### src/design/lmcf_pkg.sv
package lmcf_pkg;

  localparam int MaxModules = 4;
  localparam int MaxVirtualModules = 16;
  localparam int NumRows = 8;
  localparam int FrameDepth = NumRows * MaxVirtualModules;
  localparam int ShadowDepth = NumRows * MaxModules;

  localparam logic [3:0] OP_SET_PIXEL = 4'd0;
  localparam logic [3:0] OP_CLR_PIXEL = 4'd1;
  localparam logic [3:0] OP_ROW_ON    = 4'd2;
  localparam logic [3:0] OP_ROW_OFF   = 4'd3;
  localparam logic [3:0] OP_ALL_ON    = 4'd4;
  localparam logic [3:0] OP_ALL_OFF   = 4'd5;
  localparam logic [3:0] OP_SCROLL    = 4'd6;
  localparam logic [3:0] OP_FLUSH     = 4'd7;
  localparam logic [3:0] OP_INTENSITY = 4'd8;
  localparam logic [3:0] OP_INIT      = 4'd9;
  localparam logic [3:0] OP_SHUTDOWN  = 4'd10;

  localparam logic [1:0] CFG_MODULE_COUNT    = 2'd0;
  localparam logic [1:0] CFG_VIRTUAL_MODULES = 2'd1;
  localparam logic [1:0] CFG_REVERSE_BITS    = 2'd2;

  localparam logic [3:0] REG_DECODE    = 4'h9;
  localparam logic [3:0] REG_INTENSITY = 4'hA;
  localparam logic [3:0] REG_SCAN      = 4'hB;
  localparam logic [3:0] REG_SHUTDOWN  = 4'hC;
  localparam logic [3:0] REG_TEST      = 4'hF;
  localparam logic [3:0] INIT_LAST_STEP = 4'd13;

  typedef struct packed {
    logic [3:0] addr;
    logic [7:0] data;
    logic       frame_end;
  } word_t;

  function automatic logic [7:0] rev8(input logic [7:0] v);
    logic [7:0] r;
    for (int k = 0; k < 8; k++) begin
      r[7-k] = v[k];
    end
    return r;
  endfunction

  // power-up sequence: digit rows, decode, intensity, scan limit, run, test off
  function automatic logic [11:0] init_word(input logic [3:0] step);
    logic [11:0] w;
    case (step)
      4'd9:    w = {REG_DECODE, 8'h00};
      4'd10:   w = {REG_INTENSITY, 8'h01};
      4'd11:   w = {REG_SCAN, 8'h07};
      4'd12:   w = {REG_SHUTDOWN, 8'h01};
      4'd13:   w = {REG_TEST, 8'h00};
      default: w = {step, 8'h00};
    endcase
    return w;
  endfunction

endpackage

### src/design/lmcf_ram.sv
module lmcf_ram #(
  parameter int WIDTH = 8,
  parameter int DEPTH = 128
) (
  input  logic                     clk,
  input  logic                     we,
  input  logic [$clog2(DEPTH)-1:0] waddr,
  input  logic [WIDTH-1:0]         wdata,
  input  logic [$clog2(DEPTH)-1:0] raddr,
  output logic [WIDTH-1:0]         rdata
);

  logic [WIDTH-1:0] mem_r [DEPTH];

  always_ff @(posedge clk) begin
    if (we) begin
      mem_r[waddr] <= wdata;
    end
    rdata <= mem_r[raddr];
  end

endmodule

### src/design/led_matrix_chain_framebuffer.sv
// Frame store and serial word source for a chain of 8x8 LED matrix modules.
// One command is taken at a time; in_stall stays high until its last word has
// left the holding stage; words wait in the output register while out_stall
// is high. The frame store has one read and one write port. A pixel edit
// reads its byte and writes it back, a fill writes virtual_modules bytes per
// row, a flush copies min(mc,vm) bytes per row and sends module_count words
// per dirty row, a scroll shifts each row by one pixel and sends module_count
// words per row; chain commands send module_count words (init: 14 per module).
// Writing virtual_modules clears the frame at once via per-byte valid bits.
module led_matrix_chain_framebuffer import lmcf_pkg::*; (
  input  logic       clk,
  input  logic       rst_n,
  input  logic       cfg_we,
  input  logic [1:0] cfg_index,
  input  logic [4:0] cfg_data,
  input  logic       in_valid,
  output logic       in_stall,
  input  logic [3:0] in_opcode,
  input  logic [2:0] in_row,
  input  logic [6:0] in_column,
  input  logic       in_wrap,
  input  logic       in_flush_after,
  input  logic [7:0] in_level,
  output logic       out_valid,
  input  logic       out_stall,
  output logic [3:0] out_word_address,
  output logic [7:0] out_word_data,
  output logic       out_frame_end,
  output logic       out_last
);

  localparam logic [3:0] S_IDLE    = 4'd0;
  localparam logic [3:0] S_PIX_RD  = 4'd1;
  localparam logic [3:0] S_PIX_WR  = 4'd2;
  localparam logic [3:0] S_FILL    = 4'd3;
  localparam logic [3:0] S_FL_RD   = 4'd4;
  localparam logic [3:0] S_FL_WR   = 4'd5;
  localparam logic [3:0] S_FL_EMIT = 4'd6;
  localparam logic [3:0] S_SC_RD   = 4'd7;
  localparam logic [3:0] S_SC_WR   = 4'd8;
  localparam logic [3:0] S_SC_FIX  = 4'd9;
  localparam logic [3:0] S_SC_ERD  = 4'd10;
  localparam logic [3:0] S_SC_EMIT = 4'd11;
  localparam logic [3:0] S_CHAIN   = 4'd12;
  localparam logic [3:0] S_END     = 4'd13;

  logic [3:0] state_r;
  logic [3:0] op_r;
  logic [2:0] row_r;
  logic [6:0] col_r;
  logic       wrap_r;
  logic       fl_r;
  logic [7:0] level_r;
  logic [2:0] r_r;
  logic [3:0] k_r;
  logic [1:0] w_r;
  logic [3:0] step_r;
  logic       carry_r;
  logic [7:0] top_r;
  logic [7:0] dirty_r;
  logic [7:0] shadow_r [ShadowDepth];
  logic [FrameDepth-1:0] vld_r;
  logic       vld_q_r;
  logic [2:0] mc_cfg_r;
  logic [4:0] vm_cfg_r;
  logic       rb_r;
  logic       pend_v_r;
  word_t      pend_r;
  logic       out_v_r;
  word_t      out_r;
  logic       out_last_r;

  logic [2:0] mc_eff;
  logic [4:0] vm_eff;
  logic [1:0] mc_m1;
  logic [3:0] vm_m1;
  logic [1:0] tm_m1;
  logic [1:0] j_idx;
  logic       ram_we;
  logic [6:0] ram_waddr;
  logic [7:0] ram_wdata;
  logic [6:0] ram_raddr;
  logic [7:0] ram_rdata;
  logic [7:0] rd;
  logic [7:0] sc_byte;
  logic       emit_req;
  word_t      emit_w;
  logic [7:0] emit_raw;
  logic [11:0] iw;
  logic       can_push;
  logic       emit_ok;
  logic       emit_fire;
  logic       end_push;
  logic       fill_on;

  always_comb begin
    if (mc_cfg_r == 3'd0) begin
      mc_eff = 3'd1;
    end else if (mc_cfg_r > 3'(MaxModules)) begin
      mc_eff = 3'(MaxModules);
    end else begin
      mc_eff = mc_cfg_r;
    end
    if (vm_cfg_r == 5'd0) begin
      vm_eff = 5'd1;
    end else if (vm_cfg_r > 5'(MaxVirtualModules)) begin
      vm_eff = 5'(MaxVirtualModules);
    end else begin
      vm_eff = vm_cfg_r;
    end
  end

  assign mc_m1 = 2'(mc_eff - 3'd1);
  assign vm_m1 = 4'(vm_eff - 5'd1);
  assign tm_m1 = ({2'b00, mc_eff} < vm_eff) ? mc_m1 : vm_m1[1:0];
  assign j_idx = mc_m1 - w_r;
  assign rd = vld_q_r ? ram_rdata : 8'h00;
  assign sc_byte = {carry_r, rd[7:1]};
  assign fill_on = (op_r == OP_ROW_ON) || (op_r == OP_ALL_ON);
  assign iw = init_word(step_r);

  always_comb begin
    ram_we = 1'b0;
    ram_waddr = {r_r, k_r};
    ram_wdata = 8'h00;
    ram_raddr = {r_r, k_r};
    case (state_r)
      S_PIX_RD: begin
        ram_raddr = {row_r, col_r[6:3]};
      end
      S_PIX_WR: begin
        ram_we = 1'b1;
        ram_waddr = {row_r, col_r[6:3]};
        ram_wdata = (op_r == OP_SET_PIXEL) ? (rd | (8'h01 << col_r[2:0]))
                                           : (rd & ~(8'h01 << col_r[2:0]));
      end
      S_FILL: begin
        ram_we = 1'b1;
        ram_wdata = fill_on ? 8'hFF : 8'h00;
      end
      S_SC_WR: begin
        ram_we = 1'b1;
        ram_wdata = sc_byte;
      end
      S_SC_FIX: begin
        ram_we = wrap_r && carry_r;
        ram_waddr = {r_r, vm_m1};
        ram_wdata = top_r | 8'h80;
      end
      S_SC_ERD, S_SC_EMIT: begin
        ram_raddr = {r_r, 2'b00, j_idx};
      end
      default: begin
      end
    endcase
  end

  lmcf_ram #(.WIDTH(8), .DEPTH(FrameDepth)) u_frame (
    .clk  (clk),
    .we   (ram_we),
    .waddr(ram_waddr),
    .wdata(ram_wdata),
    .raddr(ram_raddr),
    .rdata(ram_rdata)
  );

  always_comb begin
    emit_req = 1'b0;
    emit_raw = 8'h00;
    emit_w.addr = 4'({1'b0, r_r} + 4'd1);
    emit_w.frame_end = (w_r == mc_m1);
    case (state_r)
      S_FL_EMIT: begin
        emit_req = 1'b1;
        emit_raw = shadow_r[{r_r, j_idx}];
      end
      S_SC_EMIT: begin
        emit_req = 1'b1;
        emit_raw = ({3'b000, j_idx} < vm_eff) ? rd : 8'h00;
      end
      default: begin
      end
    endcase
    emit_w.data = rb_r ? rev8(emit_raw) : emit_raw;
    if (state_r == S_CHAIN) begin
      emit_req = 1'b1;
      case (op_r)
        OP_INTENSITY: begin
          emit_w.addr = REG_INTENSITY;
          emit_w.data = level_r;
        end
        OP_SHUTDOWN: begin
          emit_w.addr = REG_SHUTDOWN;
          emit_w.data = 8'h00;
        end
        default: begin
          emit_w.addr = iw[11:8];
          emit_w.data = iw[7:0];
        end
      endcase
    end
  end

  assign can_push = !out_v_r || !out_stall;
  assign emit_ok = !pend_v_r || can_push;
  assign emit_fire = emit_req && emit_ok;
  assign end_push = (state_r == S_END) && pend_v_r && can_push;

  assign in_stall = (state_r != S_IDLE);
  assign out_valid = out_v_r;
  assign out_word_address = out_r.addr;
  assign out_word_data = out_r.data;
  assign out_frame_end = out_r.frame_end;
  assign out_last = out_last_r;

  always_ff @(posedge clk) begin
    vld_q_r <= vld_r[ram_raddr];
    if (in_valid && !in_stall) begin
      op_r <= in_opcode;
      row_r <= in_row;
      col_r <= in_column;
      wrap_r <= in_wrap;
      fl_r <= in_flush_after;
      level_r <= in_level;
    end
    if (emit_fire) begin
      pend_r <= emit_w;
    end
    if ((emit_fire && pend_v_r) || end_push) begin
      out_r <= pend_r;
      out_last_r <= end_push;
    end
  end

  always_ff @(posedge clk) begin
    if (!rst_n) begin
      state_r <= S_IDLE;
      r_r <= 3'd0;
      k_r <= 4'd0;
      w_r <= 2'd0;
      step_r <= 4'd0;
      carry_r <= 1'b0;
      top_r <= 8'h00;
      dirty_r <= 8'h00;
      vld_r <= '0;
      mc_cfg_r <= 3'd4;
      vm_cfg_r <= 5'd4;
      rb_r <= 1'b0;
      pend_v_r <= 1'b0;
      out_v_r <= 1'b0;
      for (int i = 0; i < ShadowDepth; i++) begin
        shadow_r[i] <= 8'h00;
      end
    end else begin
      if (cfg_we) begin
        case (cfg_index)
          CFG_MODULE_COUNT: mc_cfg_r <= cfg_data[2:0];
          CFG_VIRTUAL_MODULES: begin
            vm_cfg_r <= cfg_data;
            vld_r <= '0;
          end
          CFG_REVERSE_BITS: rb_r <= cfg_data[0];
          default: begin
          end
        endcase
      end
      if (ram_we) begin
        vld_r[ram_waddr] <= 1'b1;
      end

      if (out_v_r && !out_stall) begin
        out_v_r <= 1'b0;
      end
      if ((emit_fire && pend_v_r) || end_push) begin
        out_v_r <= 1'b1;
      end
      if (emit_fire) begin
        pend_v_r <= 1'b1;
      end else if (end_push) begin
        pend_v_r <= 1'b0;
      end

      case (state_r)
        S_IDLE: begin
          if (in_valid) begin
            r_r <= 3'd0;
            k_r <= 4'd0;
            w_r <= 2'd0;
            step_r <= 4'd0;
            carry_r <= 1'b0;
            case (in_opcode)
              OP_SET_PIXEL, OP_CLR_PIXEL: begin
                if ({1'b0, in_column[6:3]} < vm_eff) begin
                  state_r <= S_PIX_RD;
                end
              end
              OP_ROW_ON, OP_ROW_OFF: begin
                r_r <= in_row;
                state_r <= S_FILL;
              end
              OP_ALL_ON, OP_ALL_OFF: state_r <= S_FILL;
              OP_SCROLL: begin
                k_r <= vm_m1;
                state_r <= S_SC_RD;
              end
              OP_FLUSH: state_r <= S_FL_RD;
              OP_INTENSITY, OP_INIT, OP_SHUTDOWN: state_r <= S_CHAIN;
              default: begin
              end
            endcase
          end
        end
        S_PIX_RD: state_r <= S_PIX_WR;
        S_PIX_WR: begin
          dirty_r[row_r] <= 1'b1;
          r_r <= 3'd0;
          k_r <= 4'd0;
          state_r <= fl_r ? S_FL_RD : S_END;
        end
        S_FILL: begin
          dirty_r[r_r] <= 1'b1;
          if (k_r == vm_m1) begin
            k_r <= 4'd0;
            if ((op_r == OP_ALL_ON || op_r == OP_ALL_OFF) && r_r != 3'd7) begin
              r_r <= r_r + 3'd1;
            end else begin
              r_r <= 3'd0;
              state_r <= fl_r ? S_FL_RD : S_END;
            end
          end else begin
            k_r <= k_r + 4'd1;
          end
        end
        S_FL_RD: state_r <= S_FL_WR;
        S_FL_WR: begin
          shadow_r[{r_r, k_r[1:0]}] <= rd;
          w_r <= 2'd0;
          if (k_r[1:0] == tm_m1) begin
            k_r <= 4'd0;
            if (dirty_r[r_r]) begin
              state_r <= S_FL_EMIT;
            end else if (r_r == 3'd7) begin
              dirty_r <= 8'h00;
              state_r <= S_END;
            end else begin
              r_r <= r_r + 3'd1;
              state_r <= S_FL_RD;
            end
          end else begin
            k_r <= k_r + 4'd1;
            state_r <= S_FL_RD;
          end
        end
        S_FL_EMIT: begin
          if (emit_ok) begin
            if (w_r == mc_m1) begin
              if (r_r == 3'd7) begin
                dirty_r <= 8'h00;
                state_r <= S_END;
              end else begin
                r_r <= r_r + 3'd1;
                state_r <= S_FL_RD;
              end
            end else begin
              w_r <= w_r + 2'd1;
            end
          end
        end
        S_SC_RD: state_r <= S_SC_WR;
        S_SC_WR: begin
          carry_r <= rd[0];
          if (k_r == vm_m1) begin
            top_r <= sc_byte;
          end
          if (k_r == 4'd0) begin
            state_r <= S_SC_FIX;
          end else begin
            k_r <= k_r - 4'd1;
            state_r <= S_SC_RD;
          end
        end
        S_SC_FIX: begin
          w_r <= 2'd0;
          state_r <= S_SC_ERD;
        end
        S_SC_ERD: state_r <= S_SC_EMIT;
        S_SC_EMIT: begin
          if (emit_ok) begin
            if (w_r == mc_m1) begin
              if (r_r == 3'd7) begin
                state_r <= S_END;
              end else begin
                r_r <= r_r + 3'd1;
                k_r <= vm_m1;
                carry_r <= 1'b0;
                state_r <= S_SC_RD;
              end
            end else begin
              w_r <= w_r + 2'd1;
              state_r <= S_SC_ERD;
            end
          end
        end
        S_CHAIN: begin
          if (emit_ok) begin
            if (w_r == mc_m1) begin
              w_r <= 2'd0;
              if (op_r == OP_INIT && step_r != INIT_LAST_STEP) begin
                step_r <= step_r + 4'd1;
              end else begin
                state_r <= S_END;
              end
            end else begin
              w_r <= w_r + 2'd1;
            end
          end
        end
        S_END: begin
          if (!pend_v_r || can_push) begin
            state_r <= S_IDLE;
          end
        end
        default: state_r <= S_IDLE;
      endcase
    end
  end

`ifndef ASSERT_OFF
  a_idle_no_pending: assert property (@(posedge clk) disable iff (!rst_n)
    (state_r == S_IDLE) |-> !pend_v_r)
    else $error("word left pending while idle");

  a_last_ends_frame: assert property (@(posedge clk) disable iff (!rst_n)
    (out_v_r && out_last_r) |-> out_r.frame_end)
    else $error("last word without chip select release");

  a_flush_row_dirty: assert property (@(posedge clk) disable iff (!rst_n)
    (state_r == S_FL_EMIT) |-> dirty_r[r_r])
    else $error("flush sending a clean row");
`endif

endmodule
### config.mk
export PLATFORM = sky130hd
export DESIGN_NAME = led_matrix_chain_framebuffer
export DESIGN_NICKNAME = d
export VERILOG_FILES = /design/src/design/lmcf_pkg.sv /design/src/design/lmcf_ram.sv /design/src/design/led_matrix_chain_framebuffer.sv
export SDC_FILE = /design/constraint.sdc
export NUM_CORES = 2
export LEC_CHECK = 0
export BUFFER_PORTS_ARGS = -buffer_cell sky130_fd_sc_hd__clkbuf_2
export CORE_MARGIN = 5
export CORE_UTILIZATION = 52
export CTS_CLUSTER_DIAMETER = 80
export DETAILED_ROUTE_END_ITERATION = 8
export GPL_TIMING_DRIVEN = 0
export PLACE_DENSITY = 0.78
export SLEW_MARGIN = 10
export SYNTH_ARGS = -nofsm -noshare
export SYNTH_HDL_FRONTEND = slang
export SYNTH_HIERARCHICAL = 1
export SYNTH_SLANG_ARGS = --single-unit
### constraint.sdc
create_clock -name clk -period 8.03 [get_ports clk]
set_input_delay 1.606 -clock clk [delete_from_list [all_inputs] [get_ports clk]]
set_output_delay 1.606 -clock clk [all_outputs]
set_load 0.03 [all_outputs]
== Yosys cells after proc, flatten, opt, wreduce, memory -nomap -nowiden ==
Memory sizes are Yosys's and may differ from the RTL's. A register that Yosys moved wholly into a read port is not among the register bits.
Index checks and enable logic that the tools add are counted.
Operators by class
  equal/unequal tests: 63
  shifts and indexed selects: 1
  reduce and logical (&&, ||, !) cells: 57
  multiplexer cells: 108
  bitwise operators: 6
  magnitude comparators: 12
  $add $sub $neg: 9
Operators with widths (count)
  $mux W128: 4
  $or A128 B128 Y128: 1
  $mux W4: 30
  $mux W8: 11
  $eq A4 B4 Y1 const B: 17
  $pmux W8 S4: 2
  $pmux W12 S5: 1
  $pmux W4 S14: 1
  $eq A4 B3 Y1 const B: 10
  $mux W3: 11
  $ne A2 B2 Y1 const B: 16
  $pmux W7 S2: 2
  $or A8 B8 Y8: 3
  $pmux W12 S2: 1
  $pmux W4 S6: 1
  $mux W1: 22
  $eq A4 B2 Y1 const B: 5
  $pmux W4 S5: 1
  $reduce_and A5 Y1: 4
  $logic_not A4 Y1: 4
  $lt A7 B8 Y1 const B: 2
  $pmux W8 S2: 1
  $mux W5: 3
  $pmux W3 S5: 1
  57 further kinds: 102
Word-level totals
  memories: 2
  logic and storage cells: 286
  memory bits (writable): 1280
  bits in registers: 224
Memory list
  u_frame.mem_r: words 128, width 8, rd ports 1, clocked after memory_dff 1, wr ports 1, RTL line lmcf_ram.sv:13  | logic [WIDTH-1:0] mem_r [DEPTH];
  shadow_r: words 32, width 8, rd ports 1, clocked after memory_dff 0, wr ports 32, RTL line led_matrix_chain_framebuffer.sv:61  | logic [7:0] shadow_r [ShadowDepth];

== Logic depth before layout (Yosys ltp) ==
  word-level depth: 11
  gate-level depth with buffers: 16

== By module ==
Netlist, hierarchy kept.
Modules (own cells, without submodules)
  lmcf_ram: cells an instance 1635, times used 1, area an instance 39665.5 µm²
  led_matrix_chain_framebuffer: cells an instance 2151, times used 1, area an instance 22684.3 µm²

== Least setup slack after synthesis ==
OpenSTA, ideal clock, no wires.
  path type: flip-flop to flip-flop
  start: reg op_r[1]
  end: mem u_frame.mem_r[0][4] (data pin)
  setup time: 1.198 ns
  cell stages (with the launch flop): 4
  arrival: 6.325 ns
  path slack: 0.507 ns
  path through: edfxtp_1 > nor4_1 > a31oi_1 > o21ai_0
Between the ends
  longest elaborated chain between the ends: 4
Ends and longest elaborated chain
  from (decl): RTL line led_matrix_chain_framebuffer.sv:48  | logic [3:0] op_r;
  from (signal assigned): RTL line led_matrix_chain_framebuffer.sv:219  | op_r <= in_opcode;
  $eq A4 B2 Y1 or $eq A4 B3 Y1 (tied branches): RTL line led_matrix_chain_framebuffer.sv:119  | assign fill_on = (op_r == OP_ROW_ON) || (op_r == OP_ALL_ON);
  $logic_or A1 B1 Y1: RTL line led_matrix_chain_framebuffer.sv:119
  $mux W8: RTL line led_matrix_chain_framebuffer.sv:139  | ram_wdata = fill_on ? 8'hFF : 8'h00;
  $pmux W8 S4 *: RTL line led_matrix_chain_framebuffer.sv:127  | case (state_r)
  net ram_wdata[4]: RTL line led_matrix_chain_framebuffer.sv:81  | logic [7:0] ram_wdata;
  to (decl): RTL line lmcf_ram.sv:13
The timed path passes the listed nets; every way through them passes the cells marked *.

== Final worst setup path ==
  start: reg mc_cfg_r[1]
  end: reg u_frame.rdata[7], read port of u_frame.mem_r
Between the ends
  longest elaborated chain between the ends: 6
Ends and longest elaborated chain
  from (decl): RTL line led_matrix_chain_framebuffer.sv:64  | logic [2:0] mc_cfg_r;
  from (signal assigned): RTL line led_matrix_chain_framebuffer.sv:257  | CFG_MODULE_COUNT: mc_cfg_r <= cfg_data[2:0];
  $gt A3 B3 Y1: RTL line led_matrix_chain_framebuffer.sv:99  | end else if (mc_cfg_r > 3'(MaxModules)) begin
  $mux W3: RTL line led_matrix_chain_framebuffer.sv:99
  $mux W3 *: RTL line led_matrix_chain_framebuffer.sv:97  | if (mc_cfg_r == 3'd0) begin
  $sub A2 B1 Y2 *: RTL line led_matrix_chain_framebuffer.sv:113  | assign mc_m1 = 2'(mc_eff - 3'd1);
  $sub A2 B2 Y2 *: RTL line led_matrix_chain_framebuffer.sv:116  | assign j_idx = mc_m1 - w_r;
  $pmux W7 S2 *: RTL line led_matrix_chain_framebuffer.sv:127
  net ram_raddr[0]: RTL line led_matrix_chain_framebuffer.sv:82  | logic [6:0] ram_raddr;
  to (decl): RTL line lmcf_ram.sv:10  | output logic [WIDTH-1:0] rdata
Marks and branches as above.
A chain may end at the register's enable or synchronous reset.

==> metrics.log <==
INFO  metric relSlewSlack = between 6 and 7%
INFO  metric crit_path_max_fanout = 10
INFO  metric mappedNetlistArea = between 0.06 and 0.07 mm2
INFO  metric floorplan.core_area = ~0.12 mm2
INFO  metric postCtsSetupBuffers = 0
INFO  metric final_hold_viol_count = 0
INFO  metric number_of_clock_sinks = between 1500 and 2000
INFO  metric whs = 0.418 ns
INFO  metric gr-total-overflow = 0
INFO  metric sequential_cell_area = ~0.044 mm2
INFO  metric setup.worst_path.start_class = flip-flop
INFO  metric critical_path.startpoint = mc_cfg_r[1]
INFO  metric synth.cells.most_frequent = sky130_fd_sc_hd__edfxtp_1, sky130_fd_sc_hd__nor2_1, sky130_fd_sc_hd__mux4_2, sky130_fd_sc_hd__nand2_1, sky130_fd_sc_hd__dfxtp_1
INFO  metric number_of_nets_with_antenna_violations_after_detailed_routing = 0
INFO  metric die_x = roughly 360 um
INFO  metric vdd_drop_max = around 0.25 mV
INFO  metric grt_pass1_wl = between 200 and 300 mm
INFO  metric endpoint_kind = flip-flop
INFO  metric r2r_start = mc_cfg_r[1]
INFO  metric multi_input_comb_area = roughly 0.018 mm2
INFO  metric synth_nets = a little under 4000
INFO  metric synth-edff-count = 1331
INFO  metric detail_route.wirelength = 177 mm
INFO  metric remaining_drc_errors = 0
INFO  metric setup_viol = 0
INFO  metric fp.dieArea = between 0.1 and 0.15 mm2
INFO  metric ys_async_sr_fraction = 0%
INFO  metric 1st_iter_drt_viols = 6807
INFO  metric detailed_place.area = 0.0655 mm2
INFO  metric chain_of_cells_forming_the_critical_path = nor2b_1, nor2_1, ha_1, clkbuf_1, buf_2, nor2_1, a221oi_2, inv_2, buf_2, clkbuf_1, buf_2, buf_4, mux4_2, mux4_2, mux4_2, mux2_2
INFO  metric outcome = completed
INFO  metric drt_pre_antenna_iters = 8
INFO  metric final_max_slew_viol_count = 0
INFO  metric min-delay-path-class = reg2reg
INFO  metric critPathMaxStageDelay = 0.60 ns
INFO  metric yosys.area.top_type = sky130_fd_sc_hd__edfxtp_1
INFO  metric post-synth-top-count-cell = sky130_fd_sc_hd__edfxtp_1
INFO  metric cts_tree = done
INFO  metric number_of_buffers_created_by_cts = roughly 150
INFO  metric dp_hpwl = 111 mm
INFO  metric fin_crit_sh = between 70% and 80%
INFO  metric place_congestion = approximately 0.96
INFO  metric synthesis_warnings = 6
INFO  metric final.setup_skew = 0.0425 ns
INFO  metric cts_max_level = 4
INFO  metric cts.reportedPaths.clkPinSlew = approximately 0.060 ns
INFO  metric synth.avg_cell_area = around 16 um2
INFO  metric tns = 0 ns
INFO  metric placement_rows = between 100 and 150
INFO  metric worst_path_max_delay_cell = sky130_fd_sc_hd__mux4_2
INFO  metric num-nets-final = 4088
INFO  metric final.fill_count = approximately 8400
INFO  metric post_synth_inst_count = 3786
INFO  metric synth_top_area_share = around 64%
INFO  metric ys_seq_elements = between 1500 and 2000
INFO  metric drv_cap = 0
INFO  metric detail_route.wl_per_cell = ~31 um
INFO  metric io_buffer_count = 51
INFO  metric utilization = roughly three fifths
INFO  metric worst-setup-path-type = reg2reg
INFO  metric dominantRegCellSynth = sky130_fd_sc_hd__edfxtp_1
INFO  metric synth_top_cells_by_area = sky130_fd_sc_hd__edfxtp_1, sky130_fd_sc_hd__mux4_2, sky130_fd_sc_hd__dfxtp_1, sky130_fd_sc_hd__nor2_1, sky130_fd_sc_hd__nand2_1
INFO  metric count_of_unique_library_cells_instantiated_by_yosys = 87
INFO  metric first_global_vias = roughly 38000
INFO  metric totalPowerFinal = 23.3 mW
INFO  metric clk_root_buffer_cell = sky130_fd_sc_hd__clkbuf_16
INFO  metric dr_total_vias = 38600
INFO  metric overall_global_routing_resource_usage = approximately 28%
INFO  metric die_h = ~360 um
INFO  metric total_leakage_power = 22.6 nW
INFO  metric cellPowerDensity = between 300 and 400 mW/mm2
INFO  metric cts_hold_buf = 0
INFO  metric layout_min_cycle_time = 6.31 ns
INFO  metric design_area = a little over 0.07 mm2
INFO  metric cts-root-to-sink-buffers = 3
INFO  metric route.detailed.vias_per_inst = ~6.7
INFO  metric flow.area_growth_from_synthesis = 13.2%
INFO  metric grt_setup_unrepaired = false
INFO  metric grt_max_degree = between 40 and 50
INFO  metric synth-seq-area-share = between 60% and 70%
INFO  metric initial_utilization = between 50% and 60%
INFO  metric flop_to_flop_setup_slack = about 1.7 ns
INFO  metric cts_resized = 0
INFO  metric max_clock_freq = 158 MHz
INFO  metric clkLatencyLatePin = between 0.7 and 0.8 ns
INFO  metric tightest_slew = between 1 and 1.5 ns
INFO  metric initial_antenna_violation_count = 12
INFO  metric cp_data_arrival_time = roughly 7.0 ns
INFO  metric worstPathRequired = 8.68 ns
INFO  metric drive_above_1_share = a little over 20%
INFO  metric start_point_of_the_worst_hold_path = pend_r[7]
INFO  metric top_level_ports = 52
==> placed cells by master (no fill, tap or decap), drive strengths merged, types with 7 or more instances in the layout <==
master	count
edfxtp	1331
nor2	633
mux4	402
clkbuf	389
nand2	245
dfxtp	181
buf	134
a22oi	116
a21oi	90
clkinv	65
o21ai	62
mux2i	47
nand3	41
inv	38
nor3	36
and3	25
a2bb2oi	24
nand2b	21
nor2b	19
ha	19
a31oi	18
mux2	16
a211oi	16
o22ai	15
bufinv	14
nand4	11
and2	11
xnor2	8
a2111oi	8
diode	7
nand3b	7
clkinvlp	7
nor4	7
a221oi	7
==> state kept, by name, indices dropped and copies added (netlist names), 2 cells and up <==
name / cells
shadow_r: 256
u_frame/rdata: 8
k_r: 4
col_r: 7
step_r: 4
dirty_r: 8
row_r: 3
pend_r: 13
r_r: 3
level_r: 8
vm_cfg_r: 5
w_r: 2
vld_r: 128
state_r: 4
top_r: 7
out_word_data: 8
mc_cfg_r: 3
op_r: 4
out_word_address: 4
u_frame/mem_r: 1024
==> final timing paths <==
kind	end	cells after the start
max	u_frame/rdata[7]	16
min	out_word_data[6]	0
max reg2reg	u_frame/rdata[7]	16
min reg2reg	out_word_data[6]	0
==> power by group <==
part	switching, mW	internal (mW)
registers	0.0971	8.96
clock network	3.13	4.12
logic	4.40	2.64
total	7.62	15.7
==> metrics by stage <==
step           cells  setup WS (ns)
2_1_floorplan   3786          0.507
3_3_place_gp    5449          -6.73
3_5_place_dp    5490           1.89
4_1_cts         5769           1.82
5_1_grt         5770           1.58
6_report        5776           1.72
==> cells by family after synthesis <==
group	count (synthesis)	synth area share [%]
and+or+nand+nor	1084	7.35
buffers and inverters	276	1.95
muxes	465	15.6
adders and majority gates	19	0.381
DFF	1512	69.9
AOI/OAI and AO/OA	417	4.63
xor gates and xnor gates	13	0.209
==> layer usage <==
layer	vias to the layer above	wire length (um)	part of all wire (%)	GRT usage [%]
met3	558	22800	13	7.20
met1	19500	61800	35	37.3
met4	4	8950	5.1	11.6
met5	-	24	0.014	0
li1	15400	-	-	-
met2	3165	83100	47	43.5
==> layout make-up <==
type	count	area share, %
Antenna cell	7	0.0248
Buffer	242	1.55
Clock buffer	189	5.79
Clock inverter	90	1.44
Inverter	34	0.181
Multi-Input combinational cell	1998	25.0
Sequential cell	1512	61.7
Tap cell	1612	2.86
Timing Repair Buffer	92	1.36
==> critical path, delay by kind of cell (launching register included) <==
family | cells | cell delay (ns)
buffers and inverters | 7 | 2.53
adder cells (fa/ha/maj) | 1 | 0.29
AND/OR/NAND/NOR | 3 | 0.45
flip-flops | 1 | 0.38
AO/OA/AOI/OAI | 1 | 0.55
multiplexers | 4 | 1.98
Power figures use the tool's default switching activity.
